--- src/sv/hysteresis_alarm_reporter_defines.svh ---
// Assertion macros shared by the hysteresis alarm reporter RTL
`ifndef HYSTERESIS_ALARM_REPORTER_DEFINES_SVH
`define HYSTERESIS_ALARM_REPORTER_DEFINES_SVH

// Same-cycle implication, checked outside reset
`define HAR_ASSERT_NOW(lbl, ante, cons, msg) \
    lbl: assert property (@(posedge i_clk) disable iff (!i_rst_n) (ante) |-> (cons)) \
        else $error(msg);

// Next-cycle implication, checked outside reset
`define HAR_ASSERT_NEXT(lbl, ante, cons, msg) \
    lbl: assert property (@(posedge i_clk) disable iff (!i_rst_n) (ante) |=> (cons)) \
        else $error(msg);

`endif

--- src/sv/har_pkg.sv ---
// Shared types and constants of the hysteresis alarm reporter
`default_nettype none

package har_pkg;

    // Parameter defaults
    localparam int DEF_SAMPLE_WIDTH = 16;
    localparam int DEF_NORMAL_SKIP  = 3;
    localparam int DEF_WARNING_SKIP = 2;

    // Tick counter is wide enough for skip values up to 15
    localparam int CNT_W = 4;

    // Configuration register file
    localparam int LIMIT_W    = 16;
    localparam int BAND_W     = 15;
    localparam int APB_DATA_W = 32;
    localparam int APB_ADDR_W = 5;
    localparam int REG_IDX_W  = 3;

    localparam logic [REG_IDX_W-1:0] REG_TEMP_HIGH = 3'd0;
    localparam logic [REG_IDX_W-1:0] REG_CO2_LOW   = 3'd1;
    localparam logic [REG_IDX_W-1:0] REG_CO2_HIGH  = 3'd2;
    localparam logic [REG_IDX_W-1:0] REG_PM_LOW    = 3'd3;
    localparam logic [REG_IDX_W-1:0] REG_PM_HIGH   = 3'd4;
    localparam logic [REG_IDX_W-1:0] REG_TEMP_BAND = 3'd5;
    localparam logic [REG_IDX_W-1:0] REG_CO2_BAND  = 3'd6;
    localparam logic [REG_IDX_W-1:0] REG_PM_BAND   = 3'd7;

    // Register reset values
    localparam logic signed [LIMIT_W-1:0] RST_TEMP_HIGH = 16'sd2500;
    localparam logic signed [LIMIT_W-1:0] RST_CO2_LOW   = 16'sd280;
    localparam logic signed [LIMIT_W-1:0] RST_CO2_HIGH  = 16'sd300;
    localparam logic signed [LIMIT_W-1:0] RST_PM_LOW    = 16'sd200;
    localparam logic signed [LIMIT_W-1:0] RST_PM_HIGH   = 16'sd300;
    localparam logic [BAND_W-1:0]         RST_TEMP_BAND = 15'd500;
    localparam logic [BAND_W-1:0]         RST_CO2_BAND  = 15'd10;
    localparam logic [BAND_W-1:0]         RST_PM_BAND   = 15'd50;

    // Limit flag vector layout
    localparam int NUM_FLAGS   = 5;
    localparam int F_TEMP_OVER = 0;
    localparam int F_CO2_UNDER = 1;
    localparam int F_CO2_OVER  = 2;
    localparam int F_PM_UNDER  = 3;
    localparam int F_PM_OVER   = 4;

    // Why a sample is reported
    typedef enum logic [2:0] {
        R_NONE     = 3'd0,
        R_FIRST    = 3'd1,
        R_ENTERED  = 3'd2,
        R_CLEARED  = 3'd3,
        R_WARN_PER = 3'd4,
        R_NORM_PER = 3'd5
    } t_reason;

endpackage

`default_nettype wire

--- src/sv/har_ifs.sv ---
// Sample and report channel interfaces of the hysteresis alarm reporter
`default_nettype none

interface har_sample_if
    import har_pkg::*;
#(
    parameter int SAMPLE_WIDTH = DEF_SAMPLE_WIDTH
);
    logic                           valid;
    logic                           ready;
    logic                           enabled;
    logic signed [SAMPLE_WIDTH-1:0] temp_sample;
    logic signed [SAMPLE_WIDTH-1:0] co2_sample;
    logic signed [SAMPLE_WIDTH-1:0] pm_sample;

    modport source (output valid, enabled, temp_sample, co2_sample, pm_sample,
                    input ready);
    modport sink   (input valid, enabled, temp_sample, co2_sample, pm_sample,
                    output ready);
endinterface

interface har_report_if
    import har_pkg::*;
#(
    parameter int SAMPLE_WIDTH = DEF_SAMPLE_WIDTH
);
    logic                           valid;
    logic                           ready;
    logic                           publish;
    t_reason                        report_reason;
    logic                           warning_active;
    logic                           temp_over;
    logic                           co2_under;
    logic                           co2_over;
    logic                           pm_under;
    logic                           pm_over;
    logic signed [SAMPLE_WIDTH-1:0] temp_report;
    logic signed [SAMPLE_WIDTH-1:0] co2_report;
    logic signed [SAMPLE_WIDTH-1:0] pm_report;

    modport source (output valid, publish, report_reason, warning_active, temp_over,
                    co2_under, co2_over, pm_under, pm_over, temp_report, co2_report,
                    pm_report, input ready);
    modport sink   (input valid, publish, report_reason, warning_active, temp_over,
                    co2_under, co2_over, pm_under, pm_over, temp_report, co2_report,
                    pm_report, output ready);
endinterface

`default_nettype wire

--- src/sv/hysteresis_alarm_reporter.sv ---
// Hysteresis alarm reporter: limit flags, warning mode and report scheduling
//
// Usage:
//   i_sample carries one sample triple per request (enabled, temperature, CO2,
//   particulate, signed hundredths). A request with enabled low is taken and
//   dropped: it yields no report and changes no state.
//   o_report carries one report per enabled request: publish, reason, warning
//   mode, the five limit flags after the step and the echoed samples. publish
//   low means the sample is not to be sent.
//   The APB port writes and reads the eight limit and band registers at byte
//   address 4*index; pready is tied high. Write only while the block is idle.
// Timing:
//   A request is registered at acceptance, evaluated from the input register
//   and lands in the report register. One request per cycle is sustained while
//   o_report.ready stays high; the only loop is the flag/mode/counter update.
// Reset (synchronous, active low): registers return to their defaults, normal
//   mode, flags clear, tick counter zero, first report pending.
// Stall: while o_report is held, the input register keeps one more request;
//   i_sample.ready drops only when both are full. Disabled requests drain.
`default_nettype none
`include "hysteresis_alarm_reporter_defines.svh"

module hysteresis_alarm_reporter
    import har_pkg::*;
#(
    parameter int SAMPLE_WIDTH = DEF_SAMPLE_WIDTH,
    parameter int NORMAL_SKIP  = DEF_NORMAL_SKIP,
    parameter int WARNING_SKIP = DEF_WARNING_SKIP
) (
    input  wire logic                  i_clk,
    input  wire logic                  i_rst_n,
    har_sample_if.sink                 i_sample,
    har_report_if.source               o_report,
    input  wire logic                  psel,
    input  wire logic                  penable,
    input  wire logic                  pwrite,
    input  wire logic [APB_ADDR_W-1:0] paddr,
    input  wire logic [APB_DATA_W-1:0] pwdata,
    output logic      [APB_DATA_W-1:0] prdata,
    output logic                       pready
);

    // Compare width: holds a sample, and a limit shifted by a band
    localparam int CW = ((SAMPLE_WIDTH > LIMIT_W + 1) ? SAMPLE_WIDTH : LIMIT_W + 1) + 1;
    localparam logic [CNT_W-1:0] N_SKIP = CNT_W'(NORMAL_SKIP);
    localparam logic [CNT_W-1:0] W_SKIP = CNT_W'(WARNING_SKIP);
    localparam logic [CNT_W-1:0] MAX_SKIP = (N_SKIP > W_SKIP) ? N_SKIP : W_SKIP;

    // Configuration registers
    logic signed [LIMIT_W-1:0] r_temp_high, r_co2_low, r_co2_high, r_pm_low, r_pm_high;
    logic        [BAND_W-1:0]  r_temp_band, r_co2_band, r_pm_band;

    // Input stage
    logic                           r_in_valid;
    logic                           r_in_en;
    logic signed [SAMPLE_WIDTH-1:0] r_in_temp, r_in_co2, r_in_pm;

    // Block state
    logic                 r_in_warning, n_in_warning;
    logic                 r_first_pending, n_first_pending;
    logic [CNT_W-1:0]     r_tick, n_tick;
    logic [NUM_FLAGS-1:0] r_flags, n_flags;
    t_reason              n_reason;

    // Result stage
    logic                           r_out_valid;
    t_reason                        r_out_reason;
    logic                           r_out_warning;
    logic [NUM_FLAGS-1:0]           r_out_flags;
    logic signed [SAMPLE_WIDTH-1:0] r_out_temp, r_out_co2, r_out_pm;

    logic w_cfg_wr;
    logic w_in_take;
    logic w_s1_move;
    logic w_s1_emit;

    logic signed [CW-1:0] w_t, w_c, w_p;
    logic signed [CW-1:0] w_th, w_cl, w_ch, w_pl, w_ph;
    logic signed [CW-1:0] w_th_clr, w_cl_clr, w_ch_clr, w_pl_clr, w_ph_clr;

    // Handshake: stage 1 moves when it is empty of work or the result slot frees
    assign w_s1_move = r_in_valid && (!r_in_en || !r_out_valid || o_report.ready);
    assign w_s1_emit = w_s1_move && r_in_en;
    assign i_sample.ready = !r_in_valid || w_s1_move;
    assign w_in_take = i_sample.valid && i_sample.ready;

    // APB register access
    assign pready   = 1'b1;
    assign w_cfg_wr = psel && penable && pwrite;

    always_ff @(posedge i_clk) begin
        if (!i_rst_n) begin
            r_temp_high <= RST_TEMP_HIGH;
            r_co2_low   <= RST_CO2_LOW;
            r_co2_high  <= RST_CO2_HIGH;
            r_pm_low    <= RST_PM_LOW;
            r_pm_high   <= RST_PM_HIGH;
            r_temp_band <= RST_TEMP_BAND;
            r_co2_band  <= RST_CO2_BAND;
            r_pm_band   <= RST_PM_BAND;
        end else if (w_cfg_wr) begin
            case (paddr[APB_ADDR_W-1:2])
                REG_TEMP_HIGH: r_temp_high <= pwdata[LIMIT_W-1:0];
                REG_CO2_LOW:   r_co2_low   <= pwdata[LIMIT_W-1:0];
                REG_CO2_HIGH:  r_co2_high  <= pwdata[LIMIT_W-1:0];
                REG_PM_LOW:    r_pm_low    <= pwdata[LIMIT_W-1:0];
                REG_PM_HIGH:   r_pm_high   <= pwdata[LIMIT_W-1:0];
                REG_TEMP_BAND: r_temp_band <= pwdata[BAND_W-1:0];
                REG_CO2_BAND:  r_co2_band  <= pwdata[BAND_W-1:0];
                REG_PM_BAND:   r_pm_band   <= pwdata[BAND_W-1:0];
                default: ;
            endcase
        end
    end

    // Read back: limits sign-extended, bands zero-extended
    always_comb begin
        case (paddr[APB_ADDR_W-1:2])
            REG_TEMP_HIGH: prdata = APB_DATA_W'(r_temp_high);
            REG_CO2_LOW:   prdata = APB_DATA_W'(r_co2_low);
            REG_CO2_HIGH:  prdata = APB_DATA_W'(r_co2_high);
            REG_PM_LOW:    prdata = APB_DATA_W'(r_pm_low);
            REG_PM_HIGH:   prdata = APB_DATA_W'(r_pm_high);
            REG_TEMP_BAND: prdata = APB_DATA_W'(r_temp_band);
            REG_CO2_BAND:  prdata = APB_DATA_W'(r_co2_band);
            REG_PM_BAND:   prdata = APB_DATA_W'(r_pm_band);
            default:       prdata = '0;
        endcase
    end

    // Input register
    always_ff @(posedge i_clk) begin
        if (!i_rst_n) begin
            r_in_valid <= 1'b0;
        end else if (w_in_take) begin
            r_in_valid <= 1'b1;
        end else if (w_s1_move) begin
            r_in_valid <= 1'b0;
        end
    end

    always_ff @(posedge i_clk) begin
        if (w_in_take) begin
            r_in_en   <= i_sample.enabled;
            r_in_temp <= i_sample.temp_sample;
            r_in_co2  <= i_sample.co2_sample;
            r_in_pm   <= i_sample.pm_sample;
        end
    end

    // Widen samples, limits and clear thresholds to a common signed width
    assign w_t  = CW'(r_in_temp);
    assign w_c  = CW'(r_in_co2);
    assign w_p  = CW'(r_in_pm);
    assign w_th = CW'(r_temp_high);
    assign w_cl = CW'(r_co2_low);
    assign w_ch = CW'(r_co2_high);
    assign w_pl = CW'(r_pm_low);
    assign w_ph = CW'(r_pm_high);
    assign w_th_clr = w_th - CW'(signed'({1'b0, r_temp_band}));
    assign w_cl_clr = w_cl + CW'(signed'({1'b0, r_co2_band}));
    assign w_ch_clr = w_ch - CW'(signed'({1'b0, r_co2_band}));
    assign w_pl_clr = w_pl + CW'(signed'({1'b0, r_pm_band}));
    assign w_ph_clr = w_ph - CW'(signed'({1'b0, r_pm_band}));

    // Step: update flags, mode, counter and pick the report reason
    always_comb begin
        n_flags         = r_flags;
        n_in_warning    = r_in_warning;
        n_first_pending = r_first_pending;
        n_tick          = r_tick;
        n_reason        = R_NONE;
        if (!r_in_warning) begin
            n_flags[F_TEMP_OVER] = (w_t > w_th);
            if (w_c < w_cl) begin
                n_flags[F_CO2_UNDER] = 1'b1;
            end else if (w_c > w_ch) begin
                n_flags[F_CO2_OVER] = 1'b1;
            end else begin
                n_flags[F_CO2_UNDER] = 1'b0;
                n_flags[F_CO2_OVER]  = 1'b0;
            end
            if (w_p < w_pl) begin
                n_flags[F_PM_UNDER] = 1'b1;
            end else if (w_p > w_ph) begin
                n_flags[F_PM_OVER] = 1'b1;
            end else begin
                n_flags[F_PM_UNDER] = 1'b0;
                n_flags[F_PM_OVER]  = 1'b0;
            end
            if (n_flags != '0) begin
                n_reason     = R_ENTERED;
                n_in_warning = 1'b1;
                n_tick       = '0;
            end else if (r_first_pending) begin
                n_reason        = R_FIRST;
                n_first_pending = 1'b0;
            end else if (r_tick == N_SKIP) begin
                n_reason = R_NORM_PER;
                n_tick   = '0;
            end else begin
                n_tick = r_tick + 1'b1;
            end
        end else begin
            // Clear each set flag once its reading is a band back inside
            if (w_t <= w_th_clr) n_flags[F_TEMP_OVER] = 1'b0;
            if (w_c >= w_cl_clr) n_flags[F_CO2_UNDER] = 1'b0;
            if (w_c <= w_ch_clr) n_flags[F_CO2_OVER]  = 1'b0;
            if (w_p >= w_pl_clr) n_flags[F_PM_UNDER]  = 1'b0;
            if (w_p <= w_ph_clr) n_flags[F_PM_OVER]   = 1'b0;
            if (n_flags == '0) begin
                n_reason     = R_CLEARED;
                n_in_warning = 1'b0;
                n_tick       = '0;
            end else if (r_tick == W_SKIP) begin
                n_reason = R_WARN_PER;
                n_tick   = '0;
            end else begin
                n_tick = r_tick + 1'b1;
            end
        end
    end

    // State and result-valid registers; advance only on an enabled request
    always_ff @(posedge i_clk) begin
        if (!i_rst_n) begin
            r_in_warning    <= 1'b0;
            r_first_pending <= 1'b1;
            r_tick          <= '0;
            r_flags         <= '0;
            r_out_valid     <= 1'b0;
        end else begin
            if (w_s1_emit) begin
                r_in_warning    <= n_in_warning;
                r_first_pending <= n_first_pending;
                r_tick          <= n_tick;
                r_flags         <= n_flags;
                r_out_valid     <= 1'b1;
            end else if (o_report.ready) begin
                r_out_valid <= 1'b0;
            end
        end
    end

    // Result payload
    always_ff @(posedge i_clk) begin
        if (w_s1_emit) begin
            r_out_reason  <= n_reason;
            r_out_warning <= n_in_warning;
            r_out_flags   <= n_flags;
            r_out_temp    <= r_in_temp;
            r_out_co2     <= r_in_co2;
            r_out_pm      <= r_in_pm;
        end
    end

    assign o_report.valid          = r_out_valid;
    assign o_report.publish        = (r_out_reason != R_NONE);
    assign o_report.report_reason  = r_out_reason;
    assign o_report.warning_active = r_out_warning;
    assign o_report.temp_over      = r_out_flags[F_TEMP_OVER];
    assign o_report.co2_under      = r_out_flags[F_CO2_UNDER];
    assign o_report.co2_over       = r_out_flags[F_CO2_OVER];
    assign o_report.pm_under       = r_out_flags[F_PM_UNDER];
    assign o_report.pm_over        = r_out_flags[F_PM_OVER];
    assign o_report.temp_report    = r_out_temp;
    assign o_report.co2_report     = r_out_co2;
    assign o_report.pm_report      = r_out_pm;

    // Warning mode always has a flag behind it
    `HAR_ASSERT_NOW(a_warn_has_flag, r_in_warning, r_flags != '0, "warning without flag")
    // Tick counter stays within the larger skip
    `HAR_ASSERT_NOW(a_tick_bound, 1'b1, r_tick <= MAX_SKIP, "tick counter out of range")
    // First report drops the pending mark together with its result
    `HAR_ASSERT_NOW(a_first_report, $fell(r_first_pending),
                    r_out_valid && r_out_reason == R_FIRST, "first report lost")
    // A cleared report returns to normal mode
    `HAR_ASSERT_NOW(a_cleared_normal, r_out_valid && r_out_reason == R_CLEARED,
                    !r_out_warning && r_out_flags == '0, "cleared report in warning")
    // Disabled request never produces a result
    `HAR_ASSERT_NEXT(a_disabled_drop, w_s1_move && !r_in_en && !r_out_valid,
                     !r_out_valid, "result from disabled request")

endmodule

`default_nettype wire

--- src/flat_wrapper.sv ---
// flat-port wrapper written by rule: the top's interface ports become plain ports
module hysteresis_alarm_reporter_flat import har_pkg::*;
#(
    parameter int SAMPLE_WIDTH = DEF_SAMPLE_WIDTH,
    parameter int NORMAL_SKIP  = DEF_NORMAL_SKIP,
    parameter int WARNING_SKIP = DEF_WARNING_SKIP
)
  (i_clk, i_rst_n, psel, penable, pwrite, paddr, pwdata, prdata, pready, i_sample_valid, i_sample_enabled, i_sample_temp_sample, i_sample_co2_sample, i_sample_pm_sample, i_sample_ready, o_report_valid, o_report_publish, o_report_report_reason, o_report_warning_active, o_report_temp_over, o_report_co2_under, o_report_co2_over, o_report_pm_under, o_report_pm_over, o_report_temp_report, o_report_co2_report, o_report_pm_report, o_report_ready);
  har_sample_if #(.SAMPLE_WIDTH(SAMPLE_WIDTH)) i_sample_i ();
  har_report_if #(.SAMPLE_WIDTH(SAMPLE_WIDTH)) o_report_i ();
  input  wire logic i_clk;
  input  wire logic i_rst_n;
  input  wire logic psel;
  input  wire logic penable;
  input  wire logic pwrite;
  input  wire logic [APB_ADDR_W-1:0] paddr;
  input  wire logic [APB_DATA_W-1:0] pwdata;
  output logic      [APB_DATA_W-1:0] prdata;
  output logic pready;
  input wire logic [$bits(i_sample_i.valid)-1:0] i_sample_valid;
  input wire logic [$bits(i_sample_i.enabled)-1:0] i_sample_enabled;
  input wire logic [$bits(i_sample_i.temp_sample)-1:0] i_sample_temp_sample;
  input wire logic [$bits(i_sample_i.co2_sample)-1:0] i_sample_co2_sample;
  input wire logic [$bits(i_sample_i.pm_sample)-1:0] i_sample_pm_sample;
  output wire logic [$bits(i_sample_i.ready)-1:0] i_sample_ready;
  output wire logic [$bits(o_report_i.valid)-1:0] o_report_valid;
  output wire logic [$bits(o_report_i.publish)-1:0] o_report_publish;
  output wire logic [$bits(o_report_i.report_reason)-1:0] o_report_report_reason;
  output wire logic [$bits(o_report_i.warning_active)-1:0] o_report_warning_active;
  output wire logic [$bits(o_report_i.temp_over)-1:0] o_report_temp_over;
  output wire logic [$bits(o_report_i.co2_under)-1:0] o_report_co2_under;
  output wire logic [$bits(o_report_i.co2_over)-1:0] o_report_co2_over;
  output wire logic [$bits(o_report_i.pm_under)-1:0] o_report_pm_under;
  output wire logic [$bits(o_report_i.pm_over)-1:0] o_report_pm_over;
  output wire logic [$bits(o_report_i.temp_report)-1:0] o_report_temp_report;
  output wire logic [$bits(o_report_i.co2_report)-1:0] o_report_co2_report;
  output wire logic [$bits(o_report_i.pm_report)-1:0] o_report_pm_report;
  input wire logic [$bits(o_report_i.ready)-1:0] o_report_ready;
  assign i_sample_i.valid = i_sample_valid;
  assign i_sample_i.enabled = i_sample_enabled;
  assign i_sample_i.temp_sample = i_sample_temp_sample;
  assign i_sample_i.co2_sample = i_sample_co2_sample;
  assign i_sample_i.pm_sample = i_sample_pm_sample;
  assign i_sample_ready = i_sample_i.ready;
  assign o_report_valid = o_report_i.valid;
  assign o_report_publish = o_report_i.publish;
  assign o_report_report_reason = o_report_i.report_reason;
  assign o_report_warning_active = o_report_i.warning_active;
  assign o_report_temp_over = o_report_i.temp_over;
  assign o_report_co2_under = o_report_i.co2_under;
  assign o_report_co2_over = o_report_i.co2_over;
  assign o_report_pm_under = o_report_i.pm_under;
  assign o_report_pm_over = o_report_i.pm_over;
  assign o_report_temp_report = o_report_i.temp_report;
  assign o_report_co2_report = o_report_i.co2_report;
  assign o_report_pm_report = o_report_i.pm_report;
  assign o_report_i.ready = o_report_ready;
  hysteresis_alarm_reporter #(.SAMPLE_WIDTH(SAMPLE_WIDTH), .NORMAL_SKIP(NORMAL_SKIP), .WARNING_SKIP(WARNING_SKIP)) u_core (.i_clk(i_clk), .i_rst_n(i_rst_n), .i_sample(i_sample_i), .o_report(o_report_i), .psel(psel), .penable(penable), .pwrite(pwrite), .paddr(paddr), .pwdata(pwdata), .prdata(prdata), .pready(pready));
endmodule
--- config.mk ---
export PLATFORM = sky130hd
export DESIGN_NAME = hysteresis_alarm_reporter_flat
export DESIGN_NICKNAME = d
export VERILOG_FILES = /design/src/sv/har_pkg.sv /design/src/sv/har_ifs.sv /design/src/sv/hysteresis_alarm_reporter.sv /design/src/flat_wrapper.sv
export VERILOG_INCLUDE_DIRS = /design/src /design/src/sv
export SDC_FILE = /design/constraint.sdc
export NUM_CORES = 1
export LEC_CHECK = 0
export BUFFER_PORTS_ARGS = -buffer_cell sky130_fd_sc_hd__buf_2
export CAP_MARGIN = 0
export CORE_MARGIN = 10
export CORE_UTILIZATION = 59
export CTS_CLUSTER_SIZE = 8
export DETAILED_ROUTE_END_ITERATION = 10
export GPL_ROUTABILITY_DRIVEN = 0
export PLACE_DENSITY_LB_ADDON = 0.15
export REMOVE_ABC_BUFFERS = 1
export SYNTH_ARGS = -nofsm -noshare
export SYNTH_HDL_FRONTEND = slang
export SYNTH_SLANG_ARGS = --single-unit
--- constraint.sdc ---
create_clock -name i_clk -period 6.4 [get_ports i_clk]
set_input_delay 0.32 -clock i_clk [delete_from_list [all_inputs] [get_ports i_clk]]
set_output_delay 0.32 -clock i_clk [all_outputs]
set_load 0.02 [all_outputs]
### Word level (Yosys, flattened, before mapping)

Cells that the tools add are included.

| cells by class | value |
|---|---|
| bitwise operators | 2 |
| order comparisons | 10 |
| $add $sub $neg | 6 |
| reduce and logical (&&, ||, !) cells | 27 |
| equal/unequal tests | 10 |
| multiplexer cells | 43 |

Operator list:

| operator | count |
|---|---|
| $pmux W32 S8 | 1 |
| $le A16 B17 Y1 | 3 |
| $sub A16 B16 Y17 | 3 |
| $gt A16 B16 Y1 | 3 |
| $add A16 B16 Y17 | 2 |
| $ge A16 B17 Y1 | 2 |
| $lt A16 B16 Y1 | 2 |
| $mux W1 | 29 |
| $mux W4 | 6 |
| $mux W3 | 6 |
| $reduce_and A2 Y1 | 9 |
| $eq A3 B3 Y1 const B | 4 |
| $eq A4 B2 Y1 const B | 2 |
| $eq A3 B2 Y1 const B | 2 |
| $logic_and A1 B1 Y1 | 5 |
| $logic_not A5 Y1 | 1 |
| $mux W5 | 1 |
| $reduce_bool A5 Y1 | 1 |
| $add A4 B1 Y4 const B | 1 |
| $reduce_bool A2 Y1 | 2 |
| $eq A3 B1 Y1 const B | 1 |
| $logic_not A1 Y1 | 3 |
| $logic_not A3 Y1 | 1 |
| $logic_or A1 B1 Y1 | 3 |
| 4 further kinds | 5 |

| storage, ports and cells | value |
|---|---|
| output and inout port bits | 93 |
| register bits after elaboration | 244 |
| word-level logic and storage cells | 122 |
| input bits | 93 |

### Longest topological paths before layout

Gate-level depths: netlist of the first run.

| depth | value |
|---|---|
| depth after elaboration | 7 |
| depth in mapped cells | 24 |

### Least setup slack after synthesis of the first run

No wires, ideal clock.

| timing path | value |
|---|---|
| path type | register -> register |
| from | reg u_core.r_pm_band[1] |
| to | reg u_core.r_tick[2] |
| library setup time | 115 ps |
| slack | 1,795 ps |
| arrival time | 4,490 ps |
| stages on the path, launching flop included | 23 |
| required time | 6,285 ps |
| cells stage by stage | dfxtp_1 > ha_1 > a21o_1 > a21oi_1 > o21ai_0 > a31oi_1 > nor2b_1 > o21a_1 > o211a_1 > o31ai_1 > a21oi_1 > a31o_2 > ha_1 > and3_1 > nand2_1 > or4_1 > o221ai_1 > a21boi_0 > o211ai_1 > and3_1 > nor3_2 > a2111oi_2 > o21a_1 |

| on the way | value |
|---|---|
| word-level cells in the longest chain between the ends | 7 |
| elaborated cells on any way between the ends | 11 |

Ends and longest elaborated chain:

| what | RTL line | RTL |
|---|---|---|
| start: declaration | hysteresis_alarm_reporter.sv:51 | `logic [BAND_W-1:0] r_temp_band, r_co2_band, r_pm_band;` |
| start signal: assignment | hysteresis_alarm_reporter.sv:110 | `REG_PM_BAND: r_pm_band <= pwdata[BAND_W-1:0];` |
| $add A16 B16 Y17 / $sub A16 B16 Y17 (equally long branches) | hysteresis_alarm_reporter.sv:163, hysteresis_alarm_reporter.sv:164 |  |
| $ge A16 B17 Y1 / $le A16 B17 Y1 (equally long branches) | hysteresis_alarm_reporter.sv:209, hysteresis_alarm_reporter.sv:210 |  |
| $mux W1, on equally long branches | hysteresis_alarm_reporter.sv:209, hysteresis_alarm_reporter.sv:210 |  |
| $mux W1 | hysteresis_alarm_reporter.sv:173 | `if (!r_in_warning) begin` |
| $logic_not A5 Y1 * | hysteresis_alarm_reporter.sv:211 | `if (n_flags == '0) begin` |
| $mux W4 * | hysteresis_alarm_reporter.sv:211 |  |
| $mux W4 * | hysteresis_alarm_reporter.sv:173 |  |
| end signal: assignment | hysteresis_alarm_reporter.sv:236 | `r_tick <= n_tick;` |
| end: declaration | hysteresis_alarm_reporter.sv:61 | `logic [CNT_W-1:0] r_tick, n_tick;` |

Every way passes the cells marked *; elsewhere a longest branch is shown, timed or not. The select of a mux whose other input is x is not followed.
A chain may end at the register's enable or synchronous reset.

### Final worst setup path of the first run

Ends and elaborated chain as after synthesis.

==> results.md, run 1 <==
* TNS Setup at 0 ns
* Overflow after GRT at 0
* MaxCap Viol Count at 0
* WL final at 51.6 mm
* Layout Utilization at 0.690
* Synthesized flop and latch total at 244
* Syn-to-layout area delta at 15.1%
* Setup crit end kind: flip-flop
* I/O pin count at 186
* Core footprint at 27900 um2
* Initial antenna violation count at 3
* Pwr dens at 205 nW/um2
* Library cells used by synthesis at 76
* Total clock sinks at 244
* Area of the die at 35400 um2
* Hpwl dp at 38.6 mm
* Multi-input gate area at 9730 um2
* Worst reg-to-reg setup slack at 0.49 ns
* Status: complete, no violations
* Cells after Synth at 1923
* FF/Latch Area at 5950 um2
* Bufs on Longest Clock Path at 3
* Setup crit start kind: flip-flop
* Synthesized area per cell at 8.69 um2
* RSZ-0062 raised after global routing: no
* Slowest stage cell, crit path: o41ai_1
* HP Class: in -> reg
* Initial Util at 0.600
* Headroom to the max-slew limit at 0.177
* Peak supply drop at 0.190 mV
* Worst Path Required at 6.79 ns
* Crit Path Category: reg -> reg
* Routed Antenna Nets at 0
* Std cell rows at 61
* Vias at 15.1k
* Reg clk slew, reported paths at 0.05 ns
* Crit path max fanout at 5
* Final hold violations at 0
* Tot GR Track Use at 0.286
* R2R cell count at 21
* Layout Nets at 2440
* CP arrival at 6.30 ns
* Drt pass-1 iters at 6
* Clk_lat worst skew at 0.51 ns
* Post-synth top flop: dfxtp_1
* CTS tree: yes
* Die Height at 188 um
* Async set-or-reset flop fraction in the synthesized netlist at 0
* Vias in the first global route at 15.0k
* Setup violations, final at 0
* Period Utilization, post-route at 0.923
* Mapped Area at 16700 um2
* WL/cell at 20.6 um
* CTS root buffer: clkbuf_16
* IO Port Bufs at 166
* # fillers at 2202
* Pin count of the biggest net entering global routing at 66
* Vias per Instance at 6.04
* Slowest stage delay, CP at 0.51 ns
* Reg-to-Reg Start: u_core.r_pm_band[1]$_SDFFE_PN1P_
* DRT iter0 DRCs at 1357
* # Post-CTS Setup Buffers at 0
* Final routed DRC violation total at 0
* Critical path cell sequence: inv_1, ha_1, nor2b_1, o21ai_0, a21boi_0, o41ai_1, o21ai_0, o211a_1, o21a_1, o21a_1, o311ai_0, ha_1, and4_1, a221oi_1, o31ai_1, a21boi_1, o211ai_1, and3_1, nor3_2, a2111oi_2, o21a_1
* Critical path's most frequent cell: o21a_1
* LEAKAGE at 7.97 nW
* H-tree levels at 2
* Reg-to-reg endpoint: u_core.r_tick[2]$_SDFFE_PN0P_
* Max Freq at 169 MHz
* Die W at 188 um
* Layout cells sized above 1 at 0.115
* Minimum clock period at 5.91 ns
* Ys Warns at 0
* Least-Margin Pin Slew at 1.23 ns
* CTS Buf Count at 36
* Global-route wire length before repair at 81.5 mm
* Final slew viol count at 0
* Crit. Startpoint: u_core.r_pm_band[1]$_SDFFE_PN1P_
* Post-synth EDFFs at 106
* Seq/Total Area, Yosys at 0.356
* Clock skew at 0.0152 ns
* CP Capture Point: u_core.r_tick[2]$_SDFFE_PN0P_
flip-flops by register name (all words and copies together), names as in the netlist, 5 cells and up:
| register | flops |
|---|---|
| u_core.r_co2_high | 16 |
| u_core.o_report.temp_report | 16 |
| u_core.r_co2_band | 15 |
| u_core.r_pm_high | 16 |
| u_core.o_report.co2_report | 16 |
| u_core.r_in_pm | 16 |
| u_core.r_flags | 5 |
| u_core.r_pm_band | 15 |
| u_core.r_in_co2 | 16 |
| u_core.r_temp_band | 15 |
| u_core.r_temp_high | 16 |
| u_core.r_in_temp | 16 |
| u_core.r_out_flags | 5 |
| u_core.o_report.pm_report | 16 |
| u_core.r_pm_low | 16 |
| u_core.r_co2_low | 16 |
kinds of logic after synthesis:
family / count (synthesis) / share of synthesized area
and+or+nand+nor: 608 / 0.166
AOI/OAI and AO/OA: 493 / 0.186
buffers and inverters: 259 / 0.0636
adders and majority gates: 245 / 0.186
DFF: 244 / 0.356
xor gates and xnor gates: 51 / 0.0267
muxes: 22 / 0.0162
other: 1 / 0.000225
routing by layer:
layer / share of wire / vias up / routed length (um) / global-route usage
li1: - / 7234 / - / -
met1: 0.41 / 7094 / 21200 / 0.363
met2: 0.46 / 660 / 24000 / 0.468
met3: 0.077 / 130 / 3980 / 0.0403
met4: 0.049 / 0 / 2510 / 0.142
met5: 0 / - / 0 / 0
cells in the mapped netlist (6+ instances only):
cell	count	area, um2
buf_1	6	22.5
nand2b_1	17	106
o21bai_1	8	60.1
a22oi_1	6	45.0
inv_1	170	638
o21ai_0	80	400
nor3_1	42	210
a21o_1	16	120
nor2_1	91	342
xor2_1	26	228
clkbuf_1	47	176
a21oi_1	191	956
nand4_1	23	144
o22ai_1	10	62.6
or3_1	19	119
a221oi_1	17	149
nor2b_1	28	175
clkbuf_2	15	75.1
a211oi_1	24	180
a31oi_1	16	100
o21a_1	25	188
nand3_1	43	215
dfxtp_1	138	2760
o31ai_1	11	82.6
o211ai_1	38	285
edfxtp_1	106	3180
buf_4	17	128
ha_1	240	3000
o211a_1	12	120
nand2_1	301	1130
xnor2_1	25	219
mux2i_1	18	180
and3_1	9	56.3
through the flow:
| step | setup WS [ns] | std cells | hold slack [ns] | cell area [um2] | power [mW] |
|---|---|---|---|---|---|
| 3_5_place_dp | 0.381 | 2393 | 0.441 | 17700 | 2.21 |
| 6_report | 0.495 | 2503 | 0.108 | 19200 | 3.95 |
| 2_1_floorplan | 0.257 | 1837 | 0.382 | 16300 | 2.02 |
| 3_3_place_gp | 0.710 | 2393 | 0.437 | 17700 | 2.19 |
| 5_1_grt | 0.0861 | 2502 | 0.121 | 19200 | 4.09 |
| 4_1_cts | 0.352 | 2498 | 0.00140 | 19200 | 3.95 |
layout make-up:
cell class / instances / share of cell area
Clock buffer: 57 / 0.0521
Timing Repair Buffer: 227 / 0.0734
Sequential cell: 244 / 0.309
Antenna cell: 4 / 0.000521
Tap cell: 378 / 0.0246
Multi-Input combinational cell: 1420 / 0.506
Inverter: 173 / 0.0338
critical path, delay by kind of cell (launching register included):
| family | cells | cell delay [ns] |
|---|---|---|
| AO/OA/AOI/OAI | 14 | 3.76 |
| AND/OR/NAND/NOR | 4 | 0.82 |
| flip-flops | 1 | 0.42 |
| buffers and inverters | 1 | 0.13 |
| adder cells (fa/ha/maj) | 2 | 0.63 |
how the worst min path moves through the flow:
stage                                       start                                  endpoint  slack (ns)  cells past startpoint
floorplan                                 i_rst_n       u_core.r_first_pending$_SDFFE_PN1P_        0.38                      1
global placement    u_core.r_in_temp[0]$_DFFE_PP_  u_core.o_report.temp_report[0]$_DFFE_PP_        0.44                      0
detailed placement  u_core.r_in_temp[0]$_DFFE_PP_  u_core.o_report.temp_report[0]$_DFFE_PP_        0.44                      0
CTS                       i_sample_temp_sample[1]             u_core.r_in_temp[1]$_DFFE_PP_       0.001                      1
global route                       i_sample_valid            u_core.r_in_valid$_SDFFE_PN0P_        0.12                      3
finish                             i_sample_valid            u_core.r_in_valid$_SDFFE_PN0P_        0.11                      3
power by group:
group	internal [mW]	leakage [nW]	switching (mW)	total, mW
Sequential	1.67	2.11	0.0441	1.72
Clock	1.06	0.480	0.679	1.74
Combinational	0.194	5.38	0.302	0.496
Total	2.92	7.97	1.02	3.95
layout by cell type, fill, tap and decap left out, types with 6 or more instances in the layout:
master / n
nand3_1: 43
o21a_1: 25
inv_1: 170
buf_4: 12
dfxtp_1: 138
nor2b_1: 28
xor2_1: 26
a221oi_1: 17
and3_1: 9
nor2_1: 89
buf_2: 166
edfxtp_1: 106
a31oi_1: 15
o21bai_1: 8
dlygate4sd3_1: 49
xnor2_1: 25
o211a_1: 12
a21o_1: 16
a22oi_1: 6
a21oi_1: 191
nand2b_1: 17
o22ai_1: 10
o21ai_0: 80
a211oi_1: 24
nand4_1: 23
or3_1: 19
o31ai_1: 11
ha_1: 240
clkbuf_1: 20
mux2i_1: 18
o211ai_1: 38
clkbuf_16: 37
nand2_1: 301
nor3_1: 39
repair_timing:
item / CTS / global route
endpoints found under the hold margin: 48 / 1
hold buffers: 48 / 1
resized for setup: 0 / 1
endpoints found under the setup margin: 0 / 3
(Power assumes the default switching activity.)
==> run 2: changes to the inputs <==
--- a/config.mk
+++ b/config.mk
@@ -6,6 +6,7 @@
 export SDC_FILE = /design/constraint.sdc
 export NUM_CORES = 1
 export LEC_CHECK = 0
+export ABC_AREA = 1
 export BUFFER_PORTS_ARGS = -buffer_cell sky130_fd_sc_hd__buf_2
 export CAP_MARGIN = 0
 export CORE_MARGIN = 10
==> results.md, run 2 <==
* Pwr dens at 218 nW/um2 (was 205 nW/um2)
* Library cells used by synthesis at 52 (was 76)
* Vias at 14.6k (was 15.1k)
* Post-synth top flop: dfxtp_1 (unchanged)
* Least-Margin Pin Slew at 0.989 ns (was 1.23 ns)
* Final slew viol count at 0 (unchanged)
* Synthesized flop and latch total at 244 (unchanged)
* Commonest non-fill, non-tap cell in the layout: a21oi_1 (was nand2_1)
* Final instance area at 18900 um2 (was 19200 um2)
* RSZ-0062 raised after global routing: no (unchanged)
* Post-synth top area share at 0.196 (was 0.191)
* CP arrival at 4.74 ns (was 6.30 ns)
* Layout Utilization at 0.698 (was 0.690)
* Initial Util at 0.602 (was 0.600)
* Final Total Pwr at 4.11 mW (was 3.95 mW)
* Final routed DRC violation total at 0 (unchanged)
* Worst Path Required at 6.66 ns (was 6.79 ns)
* WL/cell at 18.8 um (was 20.6 um)
* Hpwl dp at 36.4 mm (was 38.6 mm)
* MaxCap Viol Count at 0 (unchanged)
* Tot GR Track Use at 0.273 (was 0.286)
* Cells after Synth at 1939 (was 1923)
* Commonest non-fill, non-tap cells in the layout: a21oi_1, nand2_1, inv_1 (was nand2_1, ha_1, a21oi_1)
* # Post-CTS Setup Buffers at 0 (unchanged)
* Routed Antenna Nets at 0 (unchanged)
* Setup violations, final at 0 (unchanged)
* Mapped Area at 16300 um2 (was 16700 um2)
* Clock skew at 0.0276 ns (was 0.0152 ns)
* Crit path max fanout at 6 (was 5)
* Std cell rows at 60 (was 61)
* Synthesized area per cell at 8.39 um2 (was 8.69 um2)
* HP Class: in -> reg (unchanged)
* Layout cells sized above 1 at 0.121 (was 0.115)
* TNS Setup at 0 ns (unchanged)
* Post-synth EDFFs at 106 (unchanged)
* Post-place setup slack at 2.02 ns (was 0.381 ns)
* Die Height at 186 um (was 188 um)
* H-tree levels at 2 (unchanged)
* Total clock sinks at 244 (unchanged)
* Final WS setup at 1.91 ns (was 0.495 ns)
* Layout Nets at 2480 (was 2440)
* CTS Buf Count at 36 (unchanged)
* IO Port Bufs at 166 (unchanged)
* Minimum clock period at 4.49 ns (was 5.91 ns)
* Overflow after GRT at 0 (unchanged)
* I/O pin count at 186 (unchanged)
* DRT iter0 DRCs at 1161 (was 1357)
* Final hold violations at 0 (unchanged)
* CTS root buffer: clkbuf_16 (unchanged)
* WL final at 47.2 mm (was 51.6 mm)
* Placed Instances at 2396 (was 2393)
* Vias per Instance at 5.82 (was 6.04)
* Period Utilization, post-route at 0.701 (was 0.923)
* Headroom to the max-slew limit at 0.337 (was 0.177)
* LEAKAGE at 8.48 nW (was 7.97 nW)
* Non-Filler Instances at 2509 (was 2503)
* # fillers at 2141 (was 2202)
* Max Freq at 223 MHz (was 169 MHz)
* Clk_lat worst skew at 0.53 ns (was 0.51 ns)
* Peak supply drop at 0.244 mV (was 0.190 mV)
* Post-synth top area cell: edfxtp_1 (unchanged)
* Drt pass-1 iters at 6 (unchanged)
* Setup crit end kind: flip-flop (unchanged)
* CTS tree: yes (unchanged)
* Worst hold slack at 0.120 ns (was 0.108 ns)
* Global-route wire length before repair at 74.4 mm (was 81.5 mm)
* Seq/Total Area, Yosys at 0.366 (was 0.356)
* Status: complete, no violations (unchanged)
* DP Area at 17300 um2 (was 17700 um2)
* Area of the die at 34600 um2 (was 35400 um2)
* Most common cell in the synthesized netlist: a21oi_1 (was nand2_1)
* Initial antenna violation count at 0 (was 3)
* Bufs on Longest Clock Path at 3 (unchanged)
* Die W at 186 um (was 188 um)
* Setup crit start kind: flip-flop (unchanged)
* Pin count of the biggest net entering global routing at 69 (was 66)
* Async set-or-reset flop fraction in the synthesized netlist at 0 (unchanged)
* Diode count at 0 (was 4)
* Core footprint at 27000 um2 (was 27900 um2)
* Post-synth top cells: a21oi_1, nand2_1, inv_1 (was nand2_1, ha_1, a21oi_1)
* Ys Warns at 0 (unchanged)
* Crit Path Category: reg -> reg (unchanged)
* Reg clk slew, reported paths at 0.05 ns (about the same)
* Syn-to-layout area delta at 16.0% (was 15.1%)
* Area contributors post-synth: edfxtp_1, ha_1, dfxtp_1, a21oi_1, nand2_1 (was edfxtp_1, ha_1, dfxtp_1, nand2_1, a21oi_1)
* Vias in the first global route at 14.6k (was 15.0k)
==> run 2: power breakdown <==
part	total, mW	switching [mW]	internal, mW	leakage (nW)
clock	1.79	0.695	1.10	0.505
combinational	0.589	0.366	0.223	5.86
sequential	1.72	0.0459	1.68	2.12
==> run 2: metal layers <==
layer	up-vias	global-route usage	wire length, um
met5	-	0	0
met2	525	0.466	22600
met1	6781	0.330	19100
met4	0	0.122	2020
met3	130	0.0462	3540
li1	7158	-	-
==> run 2: path summary, 6_finish.rpt <==
path,start,to,slack (ns),depth (start not counted)
max,u_core.r_co2_high[0]$_SDFFE_PN0P_,u_core.o_report.report_reason[2]$_DFFE_PP_,1.91,26
min,o_report_ready,u_core.o_report.valid$_SDFFE_PN0P_,0.12,4
max reg2reg,u_core.r_co2_high[0]$_SDFFE_PN0P_,u_core.o_report.report_reason[2]$_DFFE_PP_,1.91,26
min reg2reg,u_core.r_in_temp[0]$_DFFE_PP_,u_core.o_report.temp_report[0]$_DFFE_PP_,0.46,0
==> run 2: timing repair <==
action,in CTS,in global routing
hold endpoints to repair,49,0
hold buffers,49,0
endpoints found under the setup margin,0,0
gates resized for setup,0,0
==> run 2: cells by family after synthesis <==
kind of cell | synth area share
AO/OA/AOI/OAI | 0.193
AND/OR/NAND/NOR | 0.134
buffers and inverters | 0.0766
adder cells (fa/ha/maj) | 0.191
flip-flops | 0.366
XOR/XNOR | 0.0388
other | 0.000231
multiplexers | 0.000616
==> run 2: final cells by class <==
cell class              instances  area (um2)  area share
inverters                     257         965      0.0511
well taps                     341         427      0.0226
repair buffers                223        1380      0.0732
clock buffers                  63        1040      0.0554
flip-flops and latches        244        5950       0.315
clock inverters                 1        16.3    0.000862
multi-input cells            1380        9080       0.482
==> run 2: worst max-delay path: stages (launching register included) <==
cell and delay [ns]:
dfxtp_1 0.34, inv_1 0.10, ha_1 0.22, fa_1 0.43, nor4_1 0.30, nor2_1 0.15, o21ai_1 0.21, a21oi_1 0.10
o21ai_1 0.22, nand2_1 0.08, nand2_1 0.06, a21oi_1 0.07, xor2_1 0.15, ha_1 0.30, nand2_1 0.07, inv_1 0.07
nand3_1 0.07, nor3_1 0.21, nand3b_1 0.14, nand3_1 0.10, nand2_1 0.07, nand3_1 0.17, nand2_1 0.08, nor2_1 0.14
nand2_1 0.18, nand2_1 0.10, o22ai_1 0.08
==> run 3: changes to the inputs <==
==> constraint.sdc (replaced) <==
create_clock -name i_clk -period 4.3 [get_ports i_clk]
set_input_delay 0.215 -clock i_clk [delete_from_list [all_inputs] [get_ports i_clk]]
set_output_delay 0.215 -clock i_clk [all_outputs]
set_load 0.02 [all_outputs]
==> results.md, run 3 (same netlist as run 2, synthesis figures left out) <==
* Layout Utilization at 0.705 (was 0.698)
* Sw frac at 0.274 (was 0.270)
* IO Port Bufs at 166 (unchanged)
* WL/cell at 19.0 um (was 18.8 um)
* Cell Int Power at 4.42 mW (was 3.00 mW)
* Clk_lat worst skew at 0.53 ns (about the same)
* Setup violations, final at 0 (unchanged)
* Max Freq at 243 MHz (was 223 MHz)
* Final routed DRC violation total at 0 (unchanged)
* CP arrival at 4.38 ns (was 4.74 ns)
* CTS root buffer: clkbuf_16 (unchanged)
* Post-place setup slack at -0.0661 ns (was 2.02 ns)
* Vias at 14.8k (was 14.6k)
* Routed Antenna Nets at 0 (unchanged)
* # fillers at 2117 (was 2141)
* Sequential power share at 0.422 (was 0.420)
* Critical path's most frequent cell: nand2_1 (unchanged)
* Headroom to the max-slew limit at 0.292 (was 0.337)
* Commonest non-fill, non-tap cell in the layout: a21oi_1 (unchanged)
* H-tree levels at 2 (unchanged)
* Slowest stage cell, crit path: dfxtp_1 (was fa_1)
* Vias in the first global route at 14.4k (was 14.6k)
* CTS Buf Count at 36 (unchanged)
* Tot GR Track Use at 0.273 (about the same)
* R2R cell count at 26 (unchanged)
* Peak supply drop at 0.282 mV (was 0.244 mV)
* Overflow after GRT at 0 (unchanged)
* Gate power share at 0.148 (was 0.143)
* MaxCap Viol Count at 0 (unchanged)
* Std cell rows at 60 (unchanged)
* Bufs on Longest Clock Path at 3 (unchanged)
* I/O pin count at 186 (unchanged)
* Slowest stage delay, CP at 0.40 ns (was 0.43 ns)
* Clk pwr share at 0.431 (was 0.437)
* Global-route wire length before repair at 74.2 mm (was 74.4 mm)
* Pwr dens at 319 nW/um2 (was 218 nW/um2)
* Syn-to-layout area delta at 17.2% (was 16.0%)
* Worst Path Required at 4.56 ns (was 6.66 ns)
* Period Utilization, post-route at 0.958 (was 0.701)
* DP Area at 17400 um2 (was 17300 um2)
* Clock skew at 0.0230 ns (was 0.0276 ns)
* Layout Nets at 2490 (was 2480)
* Pin count of the biggest net entering global routing at 62 (was 69)
* Total clock sinks at 244 (unchanged)
* Layout cells sized above 1 at 0.141 (was 0.121)
* Least-Margin Pin Slew at 1.06 ns (was 0.989 ns)
* HP Class: in -> reg (unchanged)
* DRT iter0 DRCs at 1122 (was 1161)
* Final slew viol count at 0 (unchanged)
* Commonest non-fill, non-tap cells in the layout: a21oi_1, nand2_1, inv_1 (unchanged)
* Area of the die at 34600 um2 (unchanged)
* Die Height at 186 um (unchanged)
* Die W at 186 um (unchanged)
* Setup crit start kind: flip-flop (unchanged)
* Core footprint at 27000 um2 (unchanged)
* FF/Latch Area at 5960 um2 (was 5950 um2)
* Setup crit end kind: flip-flop (unchanged)
* CTS tree: yes (unchanged)
* Crit-path leading delay family: simple AND/OR/NAND/NOR gates (unchanged)
* Final instance area at 19100 um2 (was 18900 um2)
* Hpwl dp at 36.8 mm (was 36.4 mm)
* Multi-input gate area at 9210 um2 (was 9080 um2)
* LEAKAGE at 8.55 nW (was 8.48 nW)
* Crit Path Category: reg -> reg (unchanged)
* Final WS setup at 0.179 ns (was 1.91 ns)
* Final hold violations at 0 (unchanged)
* Reg clk slew, reported paths at 0.05 ns (about the same)
* Minimum clock period at 4.12 ns (was 4.49 ns)
* Initial Util at 0.602 (unchanged)
* CP Depth at 26 (unchanged)
* Worst Path Buf+Inv at 4 (was 2)
* Sw Pwr at 1.67 mW (was 1.11 mW)
* WL final at 47.9 mm (was 47.2 mm)
* Crit path max fanout at 5 (was 6)
* Worst hold stages at 3 (was 4)
* Status: complete, no violations (unchanged)
* Vias per Instance at 5.89 (was 5.82)
* Initial antenna violation count at 1 (was 0)
* Drt pass-1 iters at 7 (was 6)
[run 3: power by group through the flow]
| stage | clock network, mW | registers [mW] | logic, mW |
|---|---|---|---|
| floorplan | 0 | 2.61 | 0.541 |
| global placement | 0 | 2.61 | 0.802 |
| detailed placement | 0 | 2.61 | 0.832 |
| CTS | 2.64 | 2.57 | 0.875 |
| global route | 2.75 | 2.57 | 0.998 |
| finish | 2.62 | 2.57 | 0.898 |
[run 3: final timing paths]
kind	startpoint	endpoint	slack (ns)
max reg2reg	u_core.r_co2_band[5]$_SDFFE_PN0P_	u_core.o_report.report_reason[0]$_DFFE_PP_	0.18
min	i_sample_valid	u_core.r_in_valid$_SDFFE_PN0P_	0.009
min reg2reg	u_core.r_in_temp[0]$_DFFE_PP_	u_core.o_report.temp_report[0]$_DFFE_PP_	0.45
max	u_core.r_co2_band[5]$_SDFFE_PN0P_	u_core.o_report.report_reason[0]$_DFFE_PP_	0.18
[run 3: through the flow]
stage                     TNS (ns)  instances  power [mW]  hold slack [ns]
after floorplan             -23.16       1881        3.15            0.284
after global placement           0       2401        3.41            0.391
after detailed placement    -0.121       2401        3.44            0.393
after CTS                        0       2513        6.08          0.00762
after global routing       -0.0348       2518        6.32           0.0333
final                            0       2518        6.09          0.00949
[run 3: layer usage]
layer  global-route usage  part of all wire
met1                0.326              0.40
met2                0.467              0.47
met3               0.0458             0.077
met4                0.131             0.049
met5                    0                 0
[run 3: area by class of cell]
type / instances / area share
antenna: 1 / 0.000131
clock buffer: 60 / 0.0525
clock inverter: 2 / 0.00131
inverter: 257 / 0.0506
multi-input combinational: 1380 / 0.483
sequential: 244 / 0.312
tap: 341 / 0.0224
timing repair buffer: 233 / 0.0771
[run 3: timing repair]
action,in CTS,in global routing
pin swaps,1,10
hold buffers,49,0
setup endpoints to repair,5,12
endpoints found under the hold margin,49,0
setup buffers,1,4
gates resized for setup,4,30
[run 3: worst reg2reg max path, stage by stage, from the launching register on]
cell and delay [ns]:
dfxtp_1 0.40, inv_1 0.14, ha_4 0.31, nand2_1 0.08
nor4_2 0.27, nor2_1 0.12, o21ai_2 0.22, a21oi_2 0.08
o21ai_2 0.16, nand2_1 0.07, nand2_1 0.06, a21oi_1 0.07
xor2_1 0.15, ha_1 0.30, nand2_1 0.07, inv_1 0.07
nand3_1 0.08, nor3_2 0.22, nand3b_1 0.13, buf_4 0.16
nand4_1 0.09, nand3_2 0.14, nand2_1 0.11, nor2_2 0.05
buf_4 0.12, nand2_1 0.07, nand3_1 0.08
